===== config.mk =====
export PLATFORM = sky130hd
export DESIGN_NAME = hex_string_decoder
export DESIGN_NICKNAME = d
export VERILOG_FILES = /design/src/sv/hsd_pkg.sv /design/src/sv/hsd_core.sv /design/src/sv/hsd_skid.sv /design/src/sv/hex_string_decoder.sv
export SDC_FILE = /design/constraint.sdc
export NUM_CORES = 1
export LEC_CHECK = 0
export ABC_AREA = 1
export BUFFER_PORTS_ARGS = -buffer_cell sky130_fd_sc_hd__buf_2
export CAP_MARGIN = 20
export CORE_ASPECT_RATIO = 1.5
export CORE_MARGIN = 4
export CORE_UTILIZATION = 50
export CTS_CLUSTER_SIZE = 20
export DETAILED_ROUTE_END_ITERATION = 16
export GPL_TIMING_DRIVEN = 0
export PLACE_DENSITY = 0.7
export SLEW_MARGIN = 20
export SYNTH_ARGS = -nofsm -noshare
export SYNTH_HDL_FRONTEND = slang
export SYNTH_SLANG_ARGS = --single-unit

===== constraint.sdc =====
create_clock -name clk -period 4.6 [get_ports clk]
set_input_delay 0 -clock clk [delete_from_list [all_inputs] [get_ports clk]]
set_output_delay 0 -clock clk [all_outputs]
set_load 0.02 [all_outputs]

===== src/sv/hsd_pkg.sv =====
// ----------------------------------------------------------------------------
// hsd_pkg
// Types, constants and the character decode shared by the hex string decoder.
// ----------------------------------------------------------------------------
package hsd_pkg;

  localparam int CHAR_W          = 8;
  localparam int CAP_W           = 16;
  localparam int BYTE_COUNT_W    = 16;
  localparam int COUNT_WIDTH_DEF = 16;
  localparam int CFG_DATA_W      = 16;
  localparam int CFG_INDEX_W     = 1;

  typedef enum logic [CFG_INDEX_W-1:0] {
    CFG_LEFT_PAD = 1'b0,
    CFG_OUT_CAP  = 1'b1
  } cfg_index_t;

  typedef enum logic [1:0] {
    ST_OK       = 2'd0,
    ST_FORMAT   = 2'd1,
    ST_OVERFLOW = 2'd2
  } status_t;

  typedef struct packed {
    logic                    ok;
    logic [3:0]              value;
  } hex_t;

  typedef struct packed {
    logic [BYTE_COUNT_W-1:0] byte_count;
    status_t                 status;
    logic                    done_res;
    logic                    byte_valid;
    logic [7:0]              byte_value;
  } result_t;

  function automatic hex_t hex_decode(input logic [CHAR_W-1:0] c);
    hex_t h;
    h.ok    = 1'b1;
    h.value = 4'd0;
    if (c >= 8'h30 && c <= 8'h39) begin
      h.value = c[3:0];
    end else if ((c >= 8'h41 && c <= 8'h46) || (c >= 8'h61 && c <= 8'h66)) begin
      h.value = c[3:0] + 4'd9;
    end else begin
      h.ok = 1'b0;
    end
    return h;
  endfunction

endpackage


===== src/sv/hsd_core.sv =====
// ----------------------------------------------------------------------------
// hsd_core
// Configuration registers, string state and the per-character decode step.
// ----------------------------------------------------------------------------
module hsd_core #(
  parameter int COUNT_WIDTH = hsd_pkg::COUNT_WIDTH_DEF
) (
  input  logic                           clk,
  input  logic                           rst_n,
  input  logic                           cfg_wr_en,
  input  hsd_pkg::cfg_index_t            cfg_index,
  input  logic [hsd_pkg::CFG_DATA_W-1:0] cfg_data,
  input  logic                           acc,
  input  logic [hsd_pkg::CHAR_W-1:0]     char_code,
  input  logic                           odd_length,
  input  logic                           last_char,
  output logic                           res_valid,
  output hsd_pkg::result_t               res
);

  localparam int CMP_W = (COUNT_WIDTH > hsd_pkg::BYTE_COUNT_W) ? COUNT_WIDTH
                                                                : hsd_pkg::BYTE_COUNT_W;

  logic                      left_pad_r;
  logic [hsd_pkg::CAP_W-1:0] out_capacity_r;
  logic [3:0]                high_nibble_r, high_nibble_nxt;
  logic                      have_high_r, have_high_nxt;
  logic                      at_start_r, at_start_nxt;
  logic                      aborted_r, aborted_nxt;
  logic [COUNT_WIDTH-1:0]    bytes_made_r, bytes_made_nxt;

  hsd_pkg::hex_t             hex;
  logic                      full;
  logic                      emit;
  logic [7:0]                byte_v;
  logic [CMP_W-1:0]          cnt_ext;

  always_ff @(posedge clk) begin
    if (!rst_n) begin
      left_pad_r     <= 1'b1;
      out_capacity_r <= '1;
    end else if (cfg_wr_en) begin
      unique case (cfg_index)
        hsd_pkg::CFG_LEFT_PAD: left_pad_r     <= cfg_data[0];
        hsd_pkg::CFG_OUT_CAP:  out_capacity_r <= cfg_data[hsd_pkg::CAP_W-1:0];
        default: ;
      endcase
    end
  end

  always_comb begin
    hex  = hsd_pkg::hex_decode(char_code);
    full = (CMP_W'(bytes_made_r) >= CMP_W'(out_capacity_r)) || (&bytes_made_r);

    high_nibble_nxt = high_nibble_r;
    have_high_nxt   = have_high_r;
    at_start_nxt    = at_start_r;
    aborted_nxt     = aborted_r;
    bytes_made_nxt  = bytes_made_r;
    emit            = 1'b0;
    byte_v          = 8'd0;
    res_valid       = 1'b0;
    res             = '0;
    cnt_ext         = CMP_W'(bytes_made_r);

    if (acc) begin
      if (aborted_r) begin
        if (last_char) begin
          high_nibble_nxt = 4'd0;
          have_high_nxt   = 1'b0;
          at_start_nxt    = 1'b1;
          aborted_nxt     = 1'b0;
          bytes_made_nxt  = '0;
        end
      end else if ((!have_high_r && full) || !hex.ok) begin
        res_valid    = 1'b1;
        res.done_res = 1'b1;
        res.status   = (!have_high_r && full) ? hsd_pkg::ST_OVERFLOW : hsd_pkg::ST_FORMAT;
        if (last_char) begin
          high_nibble_nxt = 4'd0;
          have_high_nxt   = 1'b0;
          at_start_nxt    = 1'b1;
          bytes_made_nxt  = '0;
        end else begin
          aborted_nxt = 1'b1;
        end
      end else begin
        if (have_high_r) begin
          byte_v        = {high_nibble_r, hex.value};
          have_high_nxt = 1'b0;
          emit          = 1'b1;
        end else if (at_start_r && left_pad_r && odd_length) begin
          byte_v = {4'd0, hex.value};
          emit   = 1'b1;
        end else if (last_char) begin
          byte_v = {hex.value, 4'd0};
          emit   = 1'b1;
        end else begin
          high_nibble_nxt = hex.value;
          have_high_nxt   = 1'b1;
        end
        at_start_nxt = 1'b0;
        if (emit) begin
          bytes_made_nxt = bytes_made_r + COUNT_WIDTH'(1);
          cnt_ext        = CMP_W'(bytes_made_nxt);
        end
        res_valid      = emit || last_char;
        res.byte_value = byte_v;
        res.byte_valid = emit;
        res.done_res   = last_char;
        res.status     = hsd_pkg::ST_OK;
        if (last_char) begin
          high_nibble_nxt = 4'd0;
          have_high_nxt   = 1'b0;
          at_start_nxt    = 1'b1;
          bytes_made_nxt  = '0;
        end
      end
    end
    res.byte_count = cnt_ext[hsd_pkg::BYTE_COUNT_W-1:0];
  end

  always_ff @(posedge clk) begin
    if (!rst_n) begin
      high_nibble_r <= 4'd0;
      have_high_r   <= 1'b0;
      at_start_r    <= 1'b1;
      aborted_r     <= 1'b0;
      bytes_made_r  <= '0;
    end else begin
      high_nibble_r <= high_nibble_nxt;
      have_high_r   <= have_high_nxt;
      at_start_r    <= at_start_nxt;
      aborted_r     <= aborted_nxt;
      bytes_made_r  <= bytes_made_nxt;
    end
  end

endmodule


===== src/sv/hsd_skid.sv =====
// ----------------------------------------------------------------------------
// hsd_skid
// Output register with a skid stage so that results survive a stalled sink.
// ----------------------------------------------------------------------------
module hsd_skid (
  input  logic             clk,
  input  logic             rst_n,
  input  logic             push,
  input  hsd_pkg::result_t push_data,
  output logic             push_ready,
  output logic             out_valid,
  input  logic             out_ready,
  output hsd_pkg::result_t out_data
);

  logic             out_valid_r;
  hsd_pkg::result_t out_data_r;
  logic             skid_valid_r;
  hsd_pkg::result_t skid_data_r;
  logic             load_out;

  assign load_out   = !out_valid_r || out_ready;
  assign push_ready = !skid_valid_r;
  assign out_valid  = out_valid_r;
  assign out_data   = out_data_r;

  always_ff @(posedge clk) begin
    if (!rst_n) begin
      out_valid_r  <= 1'b0;
      skid_valid_r <= 1'b0;
    end else if (load_out) begin
      if (skid_valid_r) begin
        out_valid_r  <= 1'b1;
        skid_valid_r <= 1'b0;
      end else begin
        out_valid_r  <= push;
      end
    end else if (push) begin
      skid_valid_r <= 1'b1;
    end
  end

  always_ff @(posedge clk) begin
    if (load_out) begin
      out_data_r <= skid_valid_r ? skid_data_r : push_data;
    end
    if (!load_out && push) begin
      skid_data_r <= push_data;
    end
  end

endmodule


===== src/sv/hex_string_decoder.sv =====
// ----------------------------------------------------------------------------
// hex_string_decoder
// ASCII hex characters in, decoded bytes and per-string status out.
// ----------------------------------------------------------------------------
// One character enters per beat on the in_ channel: in_tdata is the character,
// in_tuser the odd-length flag (read on the first character of a string) and
// in_tlast marks the final character. A beat on the out_ channel carries a
// decoded byte, the running byte count and, with out_tlast, the end of the
// string and its status (success, format error, overflow). After an error the
// rest of the string is swallowed up to its last character.
// Throughput is one character per cycle while in_tready is high. Decode and
// nibble merge are done in the accepting cycle; each result is registered in
// the output register, or in the skid stage if the sink stalls; together they
// hold two results at most; in_tready drops only while the skid stage is
// occupied, so a sink stall backs up the input after one further result.
// Synchronous reset empties both stages, restores left_pad to 1 and the
// capacity to 65535, and readies the block for a new string.
// The configuration port takes a write in any cycle with cfg_wr_en high.
// ----------------------------------------------------------------------------
module hex_string_decoder #(
  parameter int COUNT_WIDTH = hsd_pkg::COUNT_WIDTH_DEF
) (
  input  logic                            clk,
  input  logic                            rst_n,
  input  logic                            cfg_wr_en,
  input  logic [hsd_pkg::CFG_INDEX_W-1:0] cfg_index,
  input  logic [hsd_pkg::CFG_DATA_W-1:0]  cfg_data,
  input  logic                            in_tvalid,
  output logic                            in_tready,
  input  logic [7:0]                      in_tdata,   // char_code
  input  logic                            in_tuser,   // odd_length
  input  logic                            in_tlast,
  output logic                            out_tvalid,
  input  logic                            out_tready,
  output logic [23:0]                     out_tdata,  // byte_value, byte_count
  output logic [2:0]                      out_tuser,  // byte_valid, status
  output logic                            out_tlast
);

  logic             acc;
  logic             res_valid;
  hsd_pkg::result_t res;
  hsd_pkg::result_t out_res;

  assign acc = in_tvalid && in_tready;

  hsd_core #(
    .COUNT_WIDTH (COUNT_WIDTH)
  ) u_core (
    .clk        (clk),
    .rst_n      (rst_n),
    .cfg_wr_en  (cfg_wr_en),
    .cfg_index  (hsd_pkg::cfg_index_t'(cfg_index)),
    .cfg_data   (cfg_data),
    .acc        (acc),
    .char_code  (in_tdata),
    .odd_length (in_tuser),
    .last_char  (in_tlast),
    .res_valid  (res_valid),
    .res        (res)
  );

  hsd_skid u_skid (
    .clk        (clk),
    .rst_n      (rst_n),
    .push       (res_valid),
    .push_data  (res),
    .push_ready (in_tready),
    .out_valid  (out_tvalid),
    .out_ready  (out_tready),
    .out_data   (out_res)
  );

  assign out_tdata = {out_res.byte_count, out_res.byte_value};
  assign out_tuser = {out_res.status, out_res.byte_valid};
  assign out_tlast = out_res.done_res;

endmodule


Word-level counts from Yosys, hierarchy flattened --
Cells that the tools add are included.
Operators by class: reduce and logical (&&, ||, !) cells 23, $lt $le $gt $ge 7, add/subtract/negate cells 2, multiplexer cells 49, equality and inequality tests 2, bitwise logic cells 2
Operators by type and width (count):
- 16-bit 2-to-1 mux | 8
- 4-bit 2-to-1 mux | 8
- 28-bit 2-to-1 mux | 1
- 1-bit 2-to-1 mux | 24
- 12-bit 2-to-1 mux | 2
- 8-bit 2-to-1 mux | 3
- 16-bit by 1-bit adder with 16-bit output (second input constant) | 1
- 16-bit >= comparator | 1
- 8-bit by 7-bit >= comparator with 1-bit output (second input constant) | 2
- 8-bit by 7-bit less-or-equal comparator with 1-bit output (second input constant) | 2
- 16-bit AND reduction | 1
- 9-bit 2-to-1 mux | 1
- 8-bit by 6-bit >= comparator with 1-bit output (second input constant) | 1
- 8-bit by 6-bit less-or-equal comparator with 1-bit output (second input constant) | 1
- 1-bit logical AND | 8
- 1-bit zero test | 5
- 1-bit logical OR | 5
- 4-bit adder (second input constant) | 1
- 4-bit by 2-bit inequality test with 1-bit output (second input constant) | 1
- 4-bit inequality test (second input constant) | 1
- 2-bit AND reduction | 2
- 3-bit 2-to-1 mux | 1
- 3-bit AND reduction | 1
- 2-bit 2-to-1 mux | 1
- 2 further kinds | 3
Storage, ports and cells: register bits 98, output and inout port bits 30

Longest topological paths before layout --
depth in word-level cells 15, mapped depth 21

Modules after synthesis --
Synthesis repeated with hierarchy kept, for this count alone.
Unflattened totals: cell total of the unflattened synthesis 755, area total of the unflattened synthesis 5654.2 um^2
By module, submodules not included:
- hsd_core | seq. area each 800.8 um^2, area each 3533.4 um^2, instances 1, cells an instance 595
- hsd_skid | seq. area each 1721.7 um^2, area each 2113.3 um^2, instances 1, cells an instance 158
- hex_string_decoder | seq. area each 0.0 um^2, area each 7.5 um^2, instances 1, cells an instance 2

Worst setup path before layout --
Ideal clock, no wire load.
path kind register to register, from register u_core.bytes_made_r[1], to register u_skid.skid_data_r[0] (netlist name) (enable), cell stages (with the launch flop) 12, required time 4187 ps, setup slack 1596 ps, buffers on the path 0, data arrival time 2592 ps, clock period less this slack 3004 ps, cell sequence dfxtp_1 ha_1 inv_1 nor2_2 nand3_1 nor2_1 nor2_1 nand2_2 a21oi_1 nand2_1 nand2_1 nor2_1
Between the ends: longest elaborated chain between the ends 8, elaborated cells between the ends (all ways) 9
Ends and longest elaborated chain:
- from (decl) | line hsd_core.sv:30 | logic [COUNT_WIDTH-1:0] bytes_made_r, bytes_made_nxt;
- from (signal assigned) | line hsd_core.sv:135 | bytes_made_r <= bytes_made_nxt;
- 16-bit >= comparator or 16-bit AND reduction (tied branches) | line hsd_core.sv:53 | full = (CMP_W'(bytes_made_r) >= CMP_W'(out_capacity_r)) || (&bytes_made_r);
- 1-bit logical OR * | line hsd_core.sv:53
- 1-bit logical AND * | line hsd_core.sv:75 | end else if ((!have_high_r && full) || !hex.ok) begin
- 1-bit logical OR * | line hsd_core.sv:75
- 1-bit 2-to-1 mux * | line hsd_core.sv:75
- 1-bit 2-to-1 mux * | line hsd_core.sv:67 | if (aborted_r) begin
- 1-bit 2-to-1 mux * | line hsd_core.sv:66 | if (acc) begin
- 1-bit logical AND * | line hsd_skid.sv:47 | if (!load_out && push) begin
- to (signal assigned) | line hsd_skid.sv:48 | skid_data_r <= push_data;
- to (decl) | line hsd_skid.sv:19 | hsd_pkg::result_t skid_data_r;
Mark *: on every way between the ends. The rest lies on a longest branch, timed or not. A chain may end at the register's enable or synchronous reset.

Final worst setup path --
from register u_core.bytes_made_r[1], to register u_skid.skid_data_r[18] (netlist name) (enable)
The elaborated chain is that of the path after synthesis.

==> metrics <==
Critical Path End Type register; clk_skew 0.0111 ns; slowest CP cell nor2_4; Initial Utilization 51.4%; total grt overflow 0; latest clock arrival within the worst-skew pair 0.35 ns; Buf/Inv on CP 1; Routed Antenna Nets 0; Tcrit/Tclk final 64.0%; Die Ht 139 µm; Post-Route WL 15.1 mm; Final nets 917; Via density 5.22; DP HPWL 11.4 mm; P_leak 3.07 nW; clk slew on worst S/H paths 0.08 ns; Area Overhead vs Synth 17.2%; min Tclk post-route 2.94 ns; post-synth cell types 32; TNS Setup 0 ns; Max VDD drop 0.248 mV; Worst Setup Start Kind register; commonest non-fill, non-tap cell in the layout nand2_1; Clk Tree Root Cell clkbuf_16; H-tree Lvls 3; CP cell instances ha_1, inv_1, nor2_2, nand3_1, nor2_1, nor2_1, nand2_2, a21oi_1, nand2_1, nand2_1, nor2_4; Syn Nets 826; Mapped Area 0.00568 mm²; worst stage delay on the critical path 0.61 ns; clock buffer count from CTS 9; DIE WIDTH 95.0 µm; Die ar. 0.0132 mm²; Worst Path Arrival 2.92 ns; WL per Instance 14.9 µm; RSZ-0062 raised after global routing false; sequential area share after synthesis 44.4%; max_cap viols 0; input/output buffers 60; commonest non-fill, non-tap cells in the layout nand2_1 (249), nor2_1 (99), inv_1 (81), buf_2 (66), edfxtp_1 (56); Final Max Tran Viols 0; drt first-iter violations 404; slew margin rel. 48.3%; overall power 2.06 mW; Worst Hold Class in2reg; Post-Syn Instances 773; leading area contributor after synthesis edfxtp_1; largest net degree at the start of global routing 32; GRT Max-Usage Layer met2; first-pass GRT wire length 24.1 mm; Core Region 0.0111 mm²; top cells by area, synth edfxtp_1 (30%), nand2_1 (17%), dfxtp_1 (15%); Synth Warn # 0; Crit Path Max Fanout 28; share of layout cells above drive strength 1 12.9%; status finished, final reports clean; # DRC 0; Std-Cell Rows 47; Ports 62; via count 5,302; vias in the first global route 4,873; final setup violation count 0; Clock Path Buffers 2; clock sink total 98; initial antenna violation count 0; postcts setup bufs 0; GRT Util Overall 23.5%; met1 usage 28.5%; met3 GRT Util 4.46%; Required @ worst endpoint 4.58 ns; Fin. Hold Viols 0; Yosys reg bits 98; cell family with most CP delay simple AND/OR/NAND/NOR gates; cell area power density 309 mW/mm²; M2 GR Usage 40.4%; maximum clock rate 340 MHz; 1st-pass router iterations 5; Yosys top cell area share 29.6%; GPL Wtd Cong 0.917; Setup CP Type reg2reg; ant diodes 0; CTS tree yes; Avg Inst Size Synth 7.35 µm²; Worst-Margin Slew 0.774 ns
metrics by stage:
step / utilization [%] / worst slack [ns] / cell area, µm² / std cells / hold slack, ns
4_1_cts: 60.2 / 1.66 / 6660 / 1016 / 0.0132
6_report: 60.2 / 1.66 / 6660 / 1016 / 0.0193
5_1_grt: 60.2 / 1.47 / 6660 / 1016 / 0.0382
3_3_place_gp: 55.7 / 0.720 / 6160 / 980 / 0.215
2_1_floorplan: - / 1.60 / 5680 / 773 / 0.113
3_5_place_dp: 55.8 / 1.70 / 6170 / 980 / 0.221
area by class of cell:
cell class / count / area, µm²
clock buffers: 9 / 225
flip-flops and latches: 98 / 2520
fillers: 1039 / 4400
well taps: 147 / 184
repair buffers: 80 / 500
inverters: 85 / 332
clock inverters: 7 / 58.8
plain buffers: 33 / 159
multi-input cells: 557 / 2680
registers in the layout, summed over array words and instances (netlist names):
register and count:
u_core.aborted_r 1, u_core.at_start_r 1, u_core.bytes_made_r 16, u_core.have_high_r 1, u_core.high_nibble_r 4, u_core.left_pad_r 1
u_core.out_capacity_r 16, u_skid.out_data 28, u_skid.out_valid 1, u_skid.skid_data_r 28, u_skid.skid_valid_r 1
timing repair:
action / CTS / global route
resized for setup: 0 / 0
endpoints found under the hold margin: 17 / 0
hold buffers: 20 / 0
final timing paths:
| kind | start | endpoint | slack, ns | cells past startpoint |
|---|---|---|---|---|
| max | u_core.bytes_made_r[1] | u_skid.skid_data_r[18] | 1.66 | 11 |
| min | rst_n | u_core.at_start_r | 0.02 | 4 |
| max reg2reg | u_core.bytes_made_r[1] | u_skid.skid_data_r[18] | 1.66 | 11 |
| min reg2reg | u_core.at_start_r | u_core.at_start_r | 0.47 | 2 |
worst register-to-register path, cell delays in order, from the launching register on:
cell	delay, ns
dfxtp_1	0.52
ha_1	0.33
inv_1	0.10
nor2_2	0.16
nand3_1	0.11
nor2_1	0.10
nor2_1	0.07
nand2_2	0.11
a21oi_1	0.20
nand2_1	0.15
nand2_1	0.11
nor2_4	0.61
Yosys cell counts (all sizes together):
master	instances
a21o	1
a21oi	27
buf	11
clkbuf	22
clkinv	1
dfxtp	42
edfxtp	56
ha	21
inv	84
mux2i	1
nand2	261
nand3	49
nand3b	2
nand4	12
nor2	103
nor3	4
o211ai	16
o21ai	49
o22ai	2
or2	1
xor2	8
layer usage:
layer,share of wire [%],wire length (µm)
met3,5.4,813
met4,2.9,432
met2,51,7680
met5,0,0
met1,41,6210
where the power goes:
group / internal (mW) / switching [mW] / total (mW)
Combinational: 0.105 / 0.212 / 0.317
Sequential: 0.977 / 0.0253 / 1.00
Clock: 0.377 / 0.361 / 0.738
Total: 1.46 / 0.598 / 2.06
cell families (layout without fill, tap and decap cells):
logic type	after synthesis	in the layout	synth area share (%)
AND/OR/NAND/NOR	432	432	31.2
buffers and inverters	118	214	8.64
flip-flops	98	98	44.4
AO/OA/AOI/OAI	95	95	9.69
adder cells (fa/ha/maj)	21	21	4.63
XOR/XNOR	8	8	1.23
multiplexers	1	1	0.176
(Power assumes the default switching activity.)
